$ cat src/rtl/core/catan_pkg.sv
// Shared constants, types and the arctangent table of the CORDIC phase unit.
package catan_pkg;

  localparam int DATA_WIDTH     = 16;
  localparam int ITERATIONS     = 13;
  localparam int NORM_THRESHOLD = 2048;
  localparam int ANGLE_W        = 16;
  // Headroom for the negated most negative input and the CORDIC gain.
  localparam int XY_W           = DATA_WIDTH + 4;
  localparam int STEP_W         = (ITERATIONS > 1) ? $clog2(ITERATIONS) : 1;

  localparam logic [STEP_W-1:0]          LAST_STEP    = STEP_W'(ITERATIONS - 1);
  localparam logic signed [ANGLE_W-1:0]  QUARTER_TURN = ANGLE_W'(9000);
  localparam logic signed [ANGLE_W-1:0]  ANGLE_LIMIT  = ANGLE_W'(18980);
  localparam logic signed [XY_W-1:0]     NORM_LIMIT   = XY_W'(NORM_THRESHOLD);

  typedef struct packed {
    logic              load;
    logic              norm_step;
    logic              iter_step;
    logic              finish;
    logic [STEP_W-1:0] step;
  } catan_cmd_t;

  typedef struct packed {
    logic norm_done;
  } catan_status_t;

  // Arctangent of 2^-i in hundredths of a degree.
  function automatic logic signed [ANGLE_W-1:0] atan_lut(input logic [STEP_W-1:0] idx);
    logic signed [ANGLE_W-1:0] val;
    case (idx)
      4'd0:    val = ANGLE_W'(4500);
      4'd1:    val = ANGLE_W'(2656);
      4'd2:    val = ANGLE_W'(1403);
      4'd3:    val = ANGLE_W'(712);
      4'd4:    val = ANGLE_W'(357);
      4'd5:    val = ANGLE_W'(178);
      4'd6:    val = ANGLE_W'(89);
      4'd7:    val = ANGLE_W'(44);
      4'd8:    val = ANGLE_W'(22);
      4'd9:    val = ANGLE_W'(11);
      4'd10:   val = ANGLE_W'(5);
      4'd11:   val = ANGLE_W'(2);
      4'd12:   val = ANGLE_W'(1);
      default: val = '0;
    endcase
    return val;
  endfunction

endpackage

$ cat src/rtl/core/catan_dpath.sv
// Datapath of the CORDIC phase unit: quadrant fold, normalization and vectoring steps.
module catan_dpath (
  input  logic                                          clk_i,
  input  logic signed [catan_pkg::DATA_WIDTH-1:0]       in_phase_i,
  input  logic signed [catan_pkg::DATA_WIDTH-1:0]       quadrature_i,
  input  catan_pkg::catan_cmd_t                         cmd_i,
  output catan_pkg::catan_status_t                      status_o,
  output logic signed [catan_pkg::ANGLE_W-1:0]          angle_o
);
  import catan_pkg::*;

  logic signed [XY_W-1:0]    x_q, y_q;
  logic signed [ANGLE_W-1:0] acc_q;
  logic signed [ANGLE_W-1:0] angle_q;

  logic signed [XY_W-1:0]    x_ext, y_ext;
  logic signed [XY_W-1:0]    x_load, y_load;
  logic signed [ANGLE_W-1:0] acc_load;
  logic signed [XY_W-1:0]    y_abs, mag;
  logic signed [XY_W-1:0]    x_sh, y_sh;
  logic signed [XY_W-1:0]    x_it, y_it;
  logic signed [ANGLE_W-1:0] acc_it;
  logic signed [ANGLE_W-1:0] lut_val;

  assign x_ext = XY_W'(in_phase_i);
  assign y_ext = XY_W'(quadrature_i);

  // A vector in the left half plane is turned by a quarter turn first.
  always_comb begin
    x_load   = x_ext;
    y_load   = y_ext;
    acc_load = '0;
    if (x_ext < 0) begin
      if (y_ext > 0) begin
        x_load   = y_ext;
        y_load   = -x_ext;
        acc_load = -QUARTER_TURN;
      end else begin
        x_load   = -y_ext;
        y_load   = x_ext;
        acc_load = QUARTER_TURN;
      end
    end
  end

  // The in-phase value is never negative here, so it needs no magnitude.
  assign y_abs = y_q[XY_W-1] ? -y_q : y_q;
  assign mag   = (x_q > y_abs) ? x_q : y_abs;
  assign status_o.norm_done = (mag == '0) || (mag >= NORM_LIMIT);

  assign x_sh    = x_q >>> cmd_i.step;
  assign y_sh    = y_q >>> cmd_i.step;
  assign lut_val = atan_lut(cmd_i.step);

  always_comb begin
    if (!y_q[XY_W-1]) begin
      x_it   = x_q + y_sh;
      y_it   = y_q - x_sh;
      acc_it = acc_q - lut_val;
    end else begin
      x_it   = x_q - y_sh;
      y_it   = y_q + x_sh;
      acc_it = acc_q + lut_val;
    end
  end

  always_ff @(posedge clk_i) begin
    if (cmd_i.load) begin
      x_q   <= x_load;
      y_q   <= y_load;
      acc_q <= acc_load;
    end else if (cmd_i.norm_step) begin
      x_q <= x_q <<< 1;
      y_q <= y_q <<< 1;
    end else if (cmd_i.iter_step) begin
      x_q   <= x_it;
      y_q   <= y_it;
      acc_q <= acc_it;
    end
    if (cmd_i.finish) begin
      angle_q <= -acc_it;
    end
  end

  assign angle_o = angle_q;

endmodule

$ cat src/rtl/core/catan_ctrl.sv
// Controller of the CORDIC phase unit: sequences normalization and the vectoring steps.
module catan_ctrl (
  input  logic                     clk_i,
  input  logic                     rst_ni,
  input  logic                     start_i,
  input  catan_pkg::catan_status_t status_i,
  output catan_pkg::catan_cmd_t    cmd_o,
  output logic                     busy_o,
  output logic                     done_o
);
  import catan_pkg::*;

  typedef enum logic [1:0] {
    S_IDLE,
    S_NORM,
    S_ITER
  } state_e;

  state_e            state_q;
  logic [STEP_W-1:0] step_q;
  logic              busy_q;
  logic              done_q;

  always_comb begin
    cmd_o.load      = (state_q == S_IDLE) && start_i;
    cmd_o.norm_step = (state_q == S_NORM) && !status_i.norm_done;
    cmd_o.iter_step = (state_q == S_ITER);
    cmd_o.finish    = (state_q == S_ITER) && (step_q == LAST_STEP);
    cmd_o.step      = step_q;
  end

  always_ff @(posedge clk_i or negedge rst_ni) begin
    if (!rst_ni) begin
      state_q <= S_IDLE;
      step_q  <= '0;
      busy_q  <= 1'b0;
      done_q  <= 1'b0;
    end else begin
      done_q <= 1'b0;
      case (state_q)
        S_IDLE: begin
          if (start_i) begin
            state_q <= S_NORM;
            busy_q  <= 1'b1;
          end
        end
        S_NORM: begin
          if (status_i.norm_done) begin
            state_q <= S_ITER;
            step_q  <= '0;
          end
        end
        S_ITER: begin
          if (step_q == LAST_STEP) begin
            state_q <= S_IDLE;
            busy_q  <= 1'b0;
            done_q  <= 1'b1;
          end else begin
            step_q <= step_q + STEP_W'(1);
          end
        end
        default: begin
          state_q <= S_IDLE;
          busy_q  <= 1'b0;
        end
      endcase
    end
  end

  assign busy_o = busy_q;
  assign done_o = done_q;

endmodule

$ cat src/rtl/core/cordic_atan2_degrees_unit.sv
// Top level of the CORDIC phase unit: controller and datapath.
// Computes the phase of a signed (in_phase, quadrature) pair in hundredths of a
// degree by CORDIC vectoring. A request is taken at a rising edge with start high
// and busy low; busy then stays high until the result is out. The vector is
// folded into the right half plane as the request is registered, then doubled
// once per cycle until its larger magnitude reaches 2048 (0 to 11 doublings,
// none for a zero vector); once the magnitude is seen in range, one shared
// shift-and-add stage runs the 13 vectoring steps, one per cycle. The angle
// appears on angle_o, registered with the last vectoring step, with done_o high
// for exactly one cycle. The receiver cannot stall the block: angle_o is valid
// only while done_o is high. busy is already low in that cycle, so the next
// request can be taken at the edge that ends it. A zero vector gives 9980.
module cordic_atan2_degrees_unit (
  input  logic                                    clk_i,
  input  logic                                    rst_ni,
  input  logic                                    start,
  output logic                                    busy,
  input  logic signed [catan_pkg::DATA_WIDTH-1:0] in_phase_i,
  input  logic signed [catan_pkg::DATA_WIDTH-1:0] quadrature_i,
  output logic signed [catan_pkg::ANGLE_W-1:0]    angle_o,
  output logic                                    done_o
);
  import catan_pkg::*;

  catan_cmd_t    cmd;
  catan_status_t status;

  catan_ctrl u_ctrl (
    .clk_i    (clk_i),
    .rst_ni   (rst_ni),
    .start_i  (start),
    .status_i (status),
    .cmd_o    (cmd),
    .busy_o   (busy),
    .done_o   (done_o)
  );

  catan_dpath u_dpath (
    .clk_i        (clk_i),
    .in_phase_i   (in_phase_i),
    .quadrature_i (quadrature_i),
    .cmd_i        (cmd),
    .status_o     (status),
    .angle_o      (angle_o)
  );

endmodule

$ cat config.mk
export PLATFORM = sky130hd
export DESIGN_NAME = cordic_atan2_degrees_unit
export DESIGN_NICKNAME = d
export VERILOG_FILES = /design/src/rtl/core/catan_pkg.sv /design/src/rtl/core/catan_dpath.sv /design/src/rtl/core/catan_ctrl.sv /design/src/rtl/core/cordic_atan2_degrees_unit.sv
export SDC_FILE = /design/constraint.sdc
export NUM_CORES = 1
export LEC_CHECK = 0
export ABC_AREA = 0
export BUFFER_PORTS_ARGS = -buffer_cell sky130_fd_sc_hd__buf_2
export CAP_MARGIN = 10
export CORE_MARGIN = 1
export CORE_UTILIZATION = 52
export CTS_CLUSTER_DIAMETER = 80
export DETAILED_ROUTE_END_ITERATION = 7
export PLACE_DENSITY = 0.83
export SLEW_MARGIN = 20
export SYNTH_ARGS = -nofsm -noshare
export SYNTH_HDL_FRONTEND = slang
export SYNTH_SLANG_ARGS = --single-unit
$ cat constraint.sdc
create_clock -name clk_i -period 5.6 [get_ports clk_i]
set_input_delay 0.28 -clock clk_i [delete_from_list [all_inputs] [get_ports clk_i]]
set_output_delay 0.28 -clock clk_i [all_outputs]
set_load 0.03 [all_outputs]
Yosys cells after proc, flatten, opt, wreduce, memory -nomap -nowiden
Memories as Yosys holds them, arrays and structs flattened.
Cells that the tools add are included.
{"block": "op_classes", "n_shift": 2, "n_lt_le_gt_ge": 4, "div_mod_pow": 0, "n_mux": 32, "n_reduce_logical": 14, "mul": 0, "eq_ne": 8, "add_sub_neg": 11, "n_bitwise": 1}
{"cell": "$mux 20", "n": 14}
{"cell": "$mux 16", "n": 6}
{"cell": "$add 20x20->20", "n": 2}
{"cell": "$neg 16->20", "n": 2}
{"cell": "$sshr 20x4->20", "n": 2}
{"cell": "$sub 20x20->20", "n": 2}
{"cell": "$ge 20x13->1 const B", "n": 1}
{"cell": "$gt 20x20->1", "n": 1}
{"cell": "$logic_not 20->1", "n": 1}
{"cell": "$neg 20->20", "n": 1}
{"cell": "$add 16x16->16", "n": 1}
{"cell": "$gt 16x1->1 const B", "n": 1}
{"cell": "$lt 16x1->1 const B", "n": 1}
{"cell": "$neg 16->16", "n": 1}
{"cell": "$sub 16x16->16", "n": 1}
{"cell": "$reduce_and 3->1", "n": 3}
{"cell": "$mux 4", "n": 2}
{"cell": "$pmux 4 s2", "n": 1}
{"cell": "$mux 2", "n": 3}
{"cell": "$ne 2x1->1 const B", "n": 3}
{"cell": "$pmux 2 s3", "n": 1}
{"cell": "$add 4x1->4 const B", "n": 1}
{"cell": "$eq 4x4->1 const B", "n": 1}
{"cell": "$mux 1", "n": 4}
{"cell": "other kinds (12)", "n": 16}
{"block": "totals", "n_memories": 1, "latchBits": 0, "ff_bits": 80, "output_inout_bits": 18, "romBits": 208, "ram_bits": 0}
{"name": "(name not given)", "words": 16, "word_bits": 13, "read_ports": 1, "rd_ports_with_merged_regs": 0, "write_ports": 0, "line": "catan_pkg.sv:32", "rtl": "case (idx)"}

Logic depth before layout (Yosys ltp)
Gate-level depths: netlist (run 1).
{"block": "depth", "ltp_word": 10, "mapped_depth": 22}

Hierarchy
From an unflattened synthesis (run 1), not the netlist that was laid out.
{"block": "hier_totals", "hier_cells": 1344, "hier_area_um2": 11190.7}
{"mod": "catan_dpath", "instances": 1, "cells_each": 1304, "area_per_inst_um2": 10785.3}
{"mod": "catan_ctrl", "instances": 1, "cells_each": 40, "area_per_inst_um2": 405.4}

Worst setup path before layout (run 1)
No wires, ideal clock.
{"block": "synth_timing", "path_kind": "reg-to-reg", "from": "register u_dpath.y_q[19]", "to": "register u_dpath.x_q[0] (enable)", "path_buffers": 5, "stages_incl_launch_ff": 17, "t_arrival_ns": 5.023, "setup_time_ns": 0.633, "setup_slack_ns": -0.057, "period_less_slack_ns": 5.657, "path_cell_list": "edfxtp_1 -> clkbuf_1 -> clkbuf_1 -> buf_1 -> buf_1 -> o31ai_1 -> xnor2_1 -> ha_1 -> nand4_1 -> or3_1 -> or4_1 -> o211a_1 -> a21o_1 -> and3_1 -> o21ai_4 -> buf_4 -> nand3_1"}
{"block": "synth_via", "elab_chain_len": 9, "elab_cells_between_ends": 10}
{"element": "start, declared", "line": "catan_dpath.sv:12", "rtl": "logic signed [XY_W-1:0] x_q, y_q;"}
{"element": "start signal, assigned", "line": "catan_dpath.sv:70", "rtl": "y_q <= y_load;"}
{"element": "start signal, assigned", "line": "catan_dpath.sv:74", "rtl": "y_q <= y_q <<< 1;"}
{"element": "start signal, assigned", "line": "catan_dpath.sv:77", "rtl": "y_q <= y_it;"}
{"element": "$neg 20->20", "line": "catan_dpath.sv:47", "rtl": "assign y_abs = y_q[XY_W-1] ? -y_q : y_q;"}
{"element": "$mux 20 (*)", "line": "catan_dpath.sv:47"}
{"element": "$gt 20x20->1", "line": "catan_dpath.sv:48", "rtl": "assign mag = (x_q > y_abs) ? x_q : y_abs;"}
{"element": "$mux 20 (*)", "line": "catan_dpath.sv:48"}
{"element": "$ge 20x13->1 / $logic_not 20->1 (equally long branches)", "line": "catan_dpath.sv:49", "rtl": "assign status_o.norm_done = (mag == '0) || (mag >= NORM_LIMIT);"}
{"element": "$logic_or 1x1->1 (*)", "line": "catan_dpath.sv:49"}
{"element": "$logic_not 1->1 (*)", "line": "catan_ctrl.sv:26", "rtl": "cmd_o.norm_step = (state_q == S_NORM) && !status_i.norm_done;"}
{"element": "$logic_and 1x1->1 (*)", "line": "catan_ctrl.sv:26"}
{"element": "$reduce_bool 3->1 (no line) (*)"}
{"element": "end signal, assigned", "line": "catan_dpath.sv:69", "rtl": "x_q <= x_load;"}
{"element": "end signal, assigned", "line": "catan_dpath.sv:73", "rtl": "x_q <= x_q <<< 1;"}
{"element": "end signal, assigned", "line": "catan_dpath.sv:76", "rtl": "x_q <= x_it;"}
{"element": "end, declared", "line": "catan_dpath.sv:12"}
Every way passes the cells marked *; elsewhere a longest branch is shown, timed or not.
A chain may end at the register's enable or synchronous reset.

Final worst setup path (run 1)
{"block": "layout_timing", "from": "register u_dpath.y_q[4]", "to": "register u_dpath.y_q[19] (data pin)"}
{"block": "layout_via", "elab_chain_len": 10, "elab_cells_between_ends": 15}
{"element": "$neg 20->20", "line": "catan_dpath.sv:47"}
{"element": "$mux 20", "line": "catan_dpath.sv:47"}
{"element": "$gt 20x20->1", "line": "catan_dpath.sv:48"}
{"element": "$mux 20", "line": "catan_dpath.sv:48"}
{"element": "$ge 20x13->1 / $logic_not 20->1 (equally long branches)", "line": "catan_dpath.sv:49"}
{"element": "$logic_or 1x1->1", "line": "catan_dpath.sv:49"}
{"element": "$logic_not 1->1", "line": "catan_ctrl.sv:26"}
{"element": "$logic_and 1x1->1", "line": "catan_ctrl.sv:26"}
{"element": "$mux 20 (*)", "line": "catan_dpath.sv:72", "rtl": "end else if (cmd_i.norm_step) begin"}
{"element": "$mux 20 (*)", "line": "catan_dpath.sv:68", "rtl": "if (cmd_i.load) begin"}
Every way passes the cells marked *; elsewhere a longest branch is shown, timed or not. The select of a mux whose other input is x is not followed.

==> results of run 1 <==
==> worst min path at each step <==
stage | from | end | slack (ns) | cells past startpoint
finish | rst_ni | u_ctrl.done_o | 0.30 | 2
global route | rst_ni | u_ctrl.busy_o | 0.33 | 2
CTS | rst_ni | u_ctrl.done_o | 0.31 | 2
detailed placement | rst_ni | u_ctrl.done_o | 0.13 | 1
global placement | rst_ni | u_ctrl.done_o | 0.13 | 1
floorplan | rst_ni | u_ctrl.busy_o | -0.02 | 0
==> what timing repair did <==
| item | 4_1_cts | 5_1_grt |
|---|---|---|
| setup endpoints to repair | 0 | 3 |
| endpoints found under the hold margin | 8 | 0 |
| gates resized for setup | 0 | 5 |
| buffers inserted | 0 | 0 |
| hold buffers | 1 | 0 |
==> stage by stage <==
step	worst slack, ns	hold slack [ns]
finish	0.170	0.305
global route	0.00746	0.328
CTS	0.319	0.314
detailed placement	0.342	0.134
global placement	0.437	0.131
floorplan	0.450	-0.0156
==> cell usage in the layout (no fill, tap or decap), drive strengths merged, types with 13 or more instances in the layout <==
cell type and n:
nor2 128, a21oi 115, nand2 109, buf 105
mux2i 86, xnor2 84, ha 84, edfxtp 72
o21ai 72, xor2 61, inv 40, mux2 33
nand3 30, nor3 27, mux4 24, a31oi 23
o211ai 22, a21o 17, o31ai 15, nor2b 15
or2 14, nand2b 13, and2 13, nor4 13
==> cell families after synthesis <==
kind of cell,share of synthesized area
compound gates,0.205
fa+ha+maj,0.0972
simple gates,0.177
buf+inv,0.0456
flops,0.207
xor+xnor,0.111
mux,0.157
==> final cells by class <==
| cell class | count | area (um2) | share of cell area |
|---|---|---|---|
| repair buffers | 106 | 684 | 0.0549 |
| flip-flops and latches | 80 | 2370 | 0.190 |
| clock buffers | 9 | 225 | 0.0181 |
| clock inverters | 7 | 119 | 0.00954 |
| well taps | 275 | 344 | 0.0276 |
| multi-input cells | 1151 | 8580 | 0.688 |
| inverters | 40 | 150 | 0.0120 |
==> flip-flops by register name (all words and copies together) (netlist names) <==
register,cells
u_dpath.y_q,20
u_ctrl.done_o,1
u_dpath.angle_o,16
u_dpath.acc_q,16
u_ctrl.busy_o,1
u_ctrl.state_q,2
u_dpath.x_q,20
u_ctrl.step_q,4
==> layer usage <==
layer	up-vias	GRT usage	wire (um)
met1	5220	0.424	14600
met4	0	0.140	1560
li1	5121	-	-
met2	652	0.493	15600
met3	111	0.0739	3780
met5	-	0	0
==> results.tsv, run 1 <==
metric	value	unit
place_hpwl	26900	um
wl_per_cell	21.3	um
num_vias	11104	
syn_area_per_cell	8.48	um2
fin_tns_setup	0	ns
cts_max_path_buffers	2	
synthTopCellsByArea	edfxtp_1 19%, ha_1 9.2%, mux2i_1 7.5%	
port_buffers	52	
cts_inserted_buffers	9	
rr_worst_depth	17	
cp-endpoint	u_dpath.y_q[19]	
rrSetupSlack	0.17	ns
yosys.area.top_type	edfxtp_1	
die_height	150	um
tightest_slew	0.799	ns
wirelength	35600	um
crit_family	simple AND/OR/NAND/NOR gates	
cts-root-buf	clkbuf_16	
tritoncts	done	
ys_seq_area_frac	0.207	
slew_headroom	0.466	
cts.htree.levels	3	
netlist.area_leader.share	0.189	
grt_usage	0.319	
routabilityCongestion	1.05	
synth_area	0.0114	mm2
r2r-start	u_dpath.y_q[4]	
synthTopCellsByCount	128 x nor2_1, 115 x a21oi_1, 109 x nand2_1, 86 x mux2i_1	
synth_edf_count	72	
num_io_pins	53	
insertion_delay	0.36	ns
antenna_found_initial	0	
ys_ff_latch	80	
critPathKind	reg2reg	
setup_violations	0	
drive_above_1_share	0.154	
fin_cells	1668	
r2r_end	u_dpath.y_q[19]	
drv_cap	0	
num_rows	53	
drtIter0Drc	1347	
clock_sinks	80	
synth_ff_type	edfxtp_1	
path_cells	nor4_2, buf_4, and4b_1, nand2_1, o31ai_1, xnor2_1, ha_1, nand4_1, or3_1, or4_1, o211a_1, a21o_1, and3_1, o21ai_4, buf_4, nand2_1, o221ai_1	
cpPeakStageDelay	0.61	ns
min_path_type	in2async	
grt_pass1_vias	10189	
start_util	0.537	
critPathSlowestCell	edfxtp_1	
post_dp_cell_area	0.0121	mm2
finalCriticalPeriod	5.43	ns
syn_inst	1347	
cp-end-kind	flop	
hold_viol	0	
core-area	0.0213	mm2
drt_pre_antenna_iters	6	
drcViolationCount	0	
final_util	0.586	
die-area	0.0226	mm2
cp_data_arrival_time	5.61	ns
antenna_cells	0	
period_share	0.970	
outcome	complete, no violations	
ys_types	82	
syn-num-nets	1469	
grt-ovfl-total	0	
fill_cells	1810	
startpoint	u_dpath.y_q[4]	
fmaxAchievable	184	MHz
drv_slew	0	
syn_to_final_growth	9.10	%
synthArstFlopShare	0.100	
ant_nets	0	
yosysMostFrequentCell	nor2_1	
ys.warnings.count	0	
grt_pass1_wl	55500	um
clk_pin_slew	0.06	ns
cp.buffers_inverters	2	
place_inst	1651	
rsz0062_at_grt	no	
grt_max_degree	65	
stdcell_area	0.0125	mm2
worstPathRequired	5.78	ns
fin_worst_skew	0.00927	ns
path_depth	17	
nNetsFinal	1510	
cp-start-kind	flop	
path_max_fanout	24	
die_x	150	um
post_drt_via_cell_ratio	6.66	
Power of run 1 is left out: the tool's default activity adds up to more than one toggle a clock period on the data nets, which glitch-free logic cannot reach.
==> run 2, diff against run 1 <==
--- a/config.mk
+++ b/config.mk
@@ -5,7 +5,7 @@
 export SDC_FILE = /design/constraint.sdc
 export NUM_CORES = 1
 export LEC_CHECK = 0
-export ABC_AREA = 0
+export ABC_AREA = 1
 export BUFFER_PORTS_ARGS = -buffer_cell sky130_fd_sc_hd__buf_2
 export CAP_MARGIN = 10
 export CORE_MARGIN = 1
@@ -13,6 +13,7 @@
 export CTS_CLUSTER_DIAMETER = 80
 export DETAILED_ROUTE_END_ITERATION = 7
 export PLACE_DENSITY = 0.83
+export SETUP_SLACK_MARGIN = 0.02
 export SLEW_MARGIN = 20
 export SYNTH_ARGS = -nofsm -noshare
 export SYNTH_HDL_FRONTEND = slang
==> run 2 against run 1 <==
Sequential share of layout area decreased by 0.39 points. Fmax increased by 12%. Die area increased by 5.2%. Critical path depth increased by 5. Setup slack improved by 0.56 ns. Synthesized cell count increased by 45%. Worst hold slack improved by 0.0070 ns. Clock-buffer cell count unchanged. Utilization decreased by 2.5 points. Highest routed layer unchanged.
==> results.tsv, run 2 <==
metric	value	unit	change
outcome	complete, no violations		
drive_above_1_share	0.0561		-0.0983
cp-end-kind	flop		
cp_data_arrival_time	4.97	ns	-0.64 ns
ys_types	48		-41%
antenna_cells	0		unchanged
post_drt_via_cell_ratio	5.99		-10%
yosys.area.top_type	nand2_1		
num_vias	13450		+21%
ys_ff_latch	80		unchanged
port_buffers	52		unchanged
die_x	154	um	+2.6%
drv_slew	0		unchanged
wl_per_cell	18.0	um	-16%
cts.htree.levels	3		unchanged
ys_seq_area_frac	0.196		-0.0103
slew_headroom	0.372		-0.0942
drcViolationCount	0		unchanged
cp-start-kind	flop		
routabilityCongestion	0.998		-5.2%
grt_pass1_vias	12285		+21%
reg.largest.list	u_dpath.x_q (20), u_dpath.y_q (20)		
place_hpwl	30800	um	+14%
yosysMostFrequentCell	nand2_1		
worstPathRequired	5.70	ns	-0.08 ns
fin_tns_setup	0	ns	unchanged
grt_pass1_wl	64100	um	+16%
fill_cells	2250		+24%
num_io_pins	53		unchanged
grt_max_degree	52		-20%
syn-num-nets	2075		+41%
hold_viol	0		unchanged
core-area	0.0226	mm2	+6.4%
ant_nets	0		unchanged
syn_inst	1953		+45%
synthArstFlopShare	0.100		unchanged
syn_area_per_cell	6.16	um2	-27%
synthTopCellsByCount	585 x nand2_1, 292 x nand3_1, 197 x inv_1, 138 x nor2_1, 104 x o21ai_0		
start_util	0.531		-0.00562
path_max_fanout	43		+79%
insertion_delay	0.35	ns	about the same
synth_edf_count	72		unchanged
min_path_type	in2async		
critPathKind	reg2reg		
setup_violations	0		unchanged
fin_worst_skew	0.00926	ns	-0.00000708 ns
synth_area	0.0120	mm2	+5.2%
layout_common_cells	585 x nand2_1, 292 x nand3_1, 197 x inv_1, 137 x nor2_1, 104 x o21ai_0		
nNetsFinal	2079		+38%
clk_pin_slew	0.07	ns	about the same
synthTopCellsByArea	nand2_1 18%, edfxtp_1 18%, nand3_1 12%		
syn_to_final_growth	5.60	%	
cts_max_path_buffers	2		unchanged
cts_setup_buffers	0		unchanged
drt_pre_antenna_iters	7		+1
antenna_found_initial	0		unchanged
ys.warnings.count	0		unchanged
wirelength	40400	um	+14%
mostFrequentLayoutCell	nand2_1		
synth_ff_type	edfxtp_1		
tightest_slew	0.941	ns	+0.142 ns
rsz0062_at_grt	no		
cts_inserted_buffers	9		unchanged
num_rows	55		+3.8%
netlist.area_leader.share	0.183		-0.00662
cts-root-buf	clkbuf_16		
period_share	0.870		-0.100
die_height	154	um	+2.6%
grt_usage	0.341		+0.0215
grt-ovfl-total	0		unchanged
die-area	0.0237	mm2	+5.2%
rr_worst_depth	22		+5
drtIter0Drc	1657		+23%
fmaxAchievable	205	MHz	+12%
clock_sinks	80		unchanged
drv_cap	0		unchanged
finalCriticalPeriod	4.87	ns	-0.561 ns
rrSetupSlack	0.73	ns	+0.56 ns
tritoncts	done		
-- run 2: kinds of logic after synthesis --
| kind of cell | Yosys count | share of synthesized area |
|---|---|---|
| fa+ha+maj | 87 | 0.0924 |
| xor+xnor | 127 | 0.0925 |
| buf+inv | 276 | 0.0942 |
| simple gates | 1127 | 0.407 |
| compound gates | 256 | 0.118 |
| flops | 80 | 0.196 |
-- run 2: cell type report --
type | instances | area, um2 | share of cell area
Clock inverter | 7 | 88.8 | 0.00700
Clock buffer | 9 | 225 | 0.0177
Inverter | 203 | 764 | 0.0602
Tap cell | 285 | 357 | 0.0281
Timing Repair Buffer | 66 | 368 | 0.0290
Sequential cell | 80 | 2360 | 0.186
Multi-Input combinational cell | 1597 | 8530 | 0.672
-- run 2: worst max-delay path, cell delays in order, from the launching register on --
cell and delay [ns]:
dfrtp_1 0.65, inv_4 0.29, nor2_2 0.43, nand2_1 0.10, nand2_1 0.08, inv_1 0.05
nand2_1 0.13, ha_1 0.20, nand3_2 0.11, nor2_2 0.14, nor2_1 0.07, xor2_1 0.30
ha_1 0.35, a21oi_1 0.18, o21ai_0 0.17, nand2_1 0.09, o211ai_1 0.11, a31oi_1 0.34
o21ai_0 0.17, xnor2_1 0.35, nand2_1 0.11, nand3_1 0.08, nand2_1 0.06
-- run 2: worst paths after layout --
path	startpoint	end
hold reg to reg	u_ctrl.busy_o	u_ctrl.busy_o
max in group asynchronous	rst_ni	u_ctrl.busy_o
min in group clk_i	in_phase_i[8]	u_dpath.x_q[8]
setup / recovery	u_ctrl.step_q[2]	u_dpath.y_q[13]
hold / removal	rst_ni	u_ctrl.step_q[2]
setup reg to reg	u_ctrl.step_q[2]	u_dpath.y_q[13]
-- run 2: timing repair --
action | CTS | global route
gates resized for setup | 0 | 0
hold buffers | 1 | 0
endpoints found under the hold margin | 8 | 0
-- run 2: per-layer routing --
layer  routed length [um]  track usage  up-vias
li1                     -            -     6549
met1                17300        0.471     5972
met4                 1550        0.143        0
met5                    0            0        -
met3                 4530       0.0719      126
met2                17000        0.511      803
-- run 2: through the flow --
step | setup WS (ns) | utilization | area (um2) | hold slack (ns) | cells
after global routing | 0.308 | 0.561 | 12700 | 0.321 | 2247
after global placement | 0.870 | 0.547 | 12400 | 0.155 | 2230
after CTS | 0.891 | 0.561 | 12700 | 0.302 | 2247
after floorplan | 1.53 | - | 12000 | -0.0156 | 1953
after detailed placement | 0.940 | 0.547 | 12400 | 0.156 | 2230
final | 0.731 | 0.561 | 12700 | 0.312 | 2247
Power of run 2 is left out for the same reason.
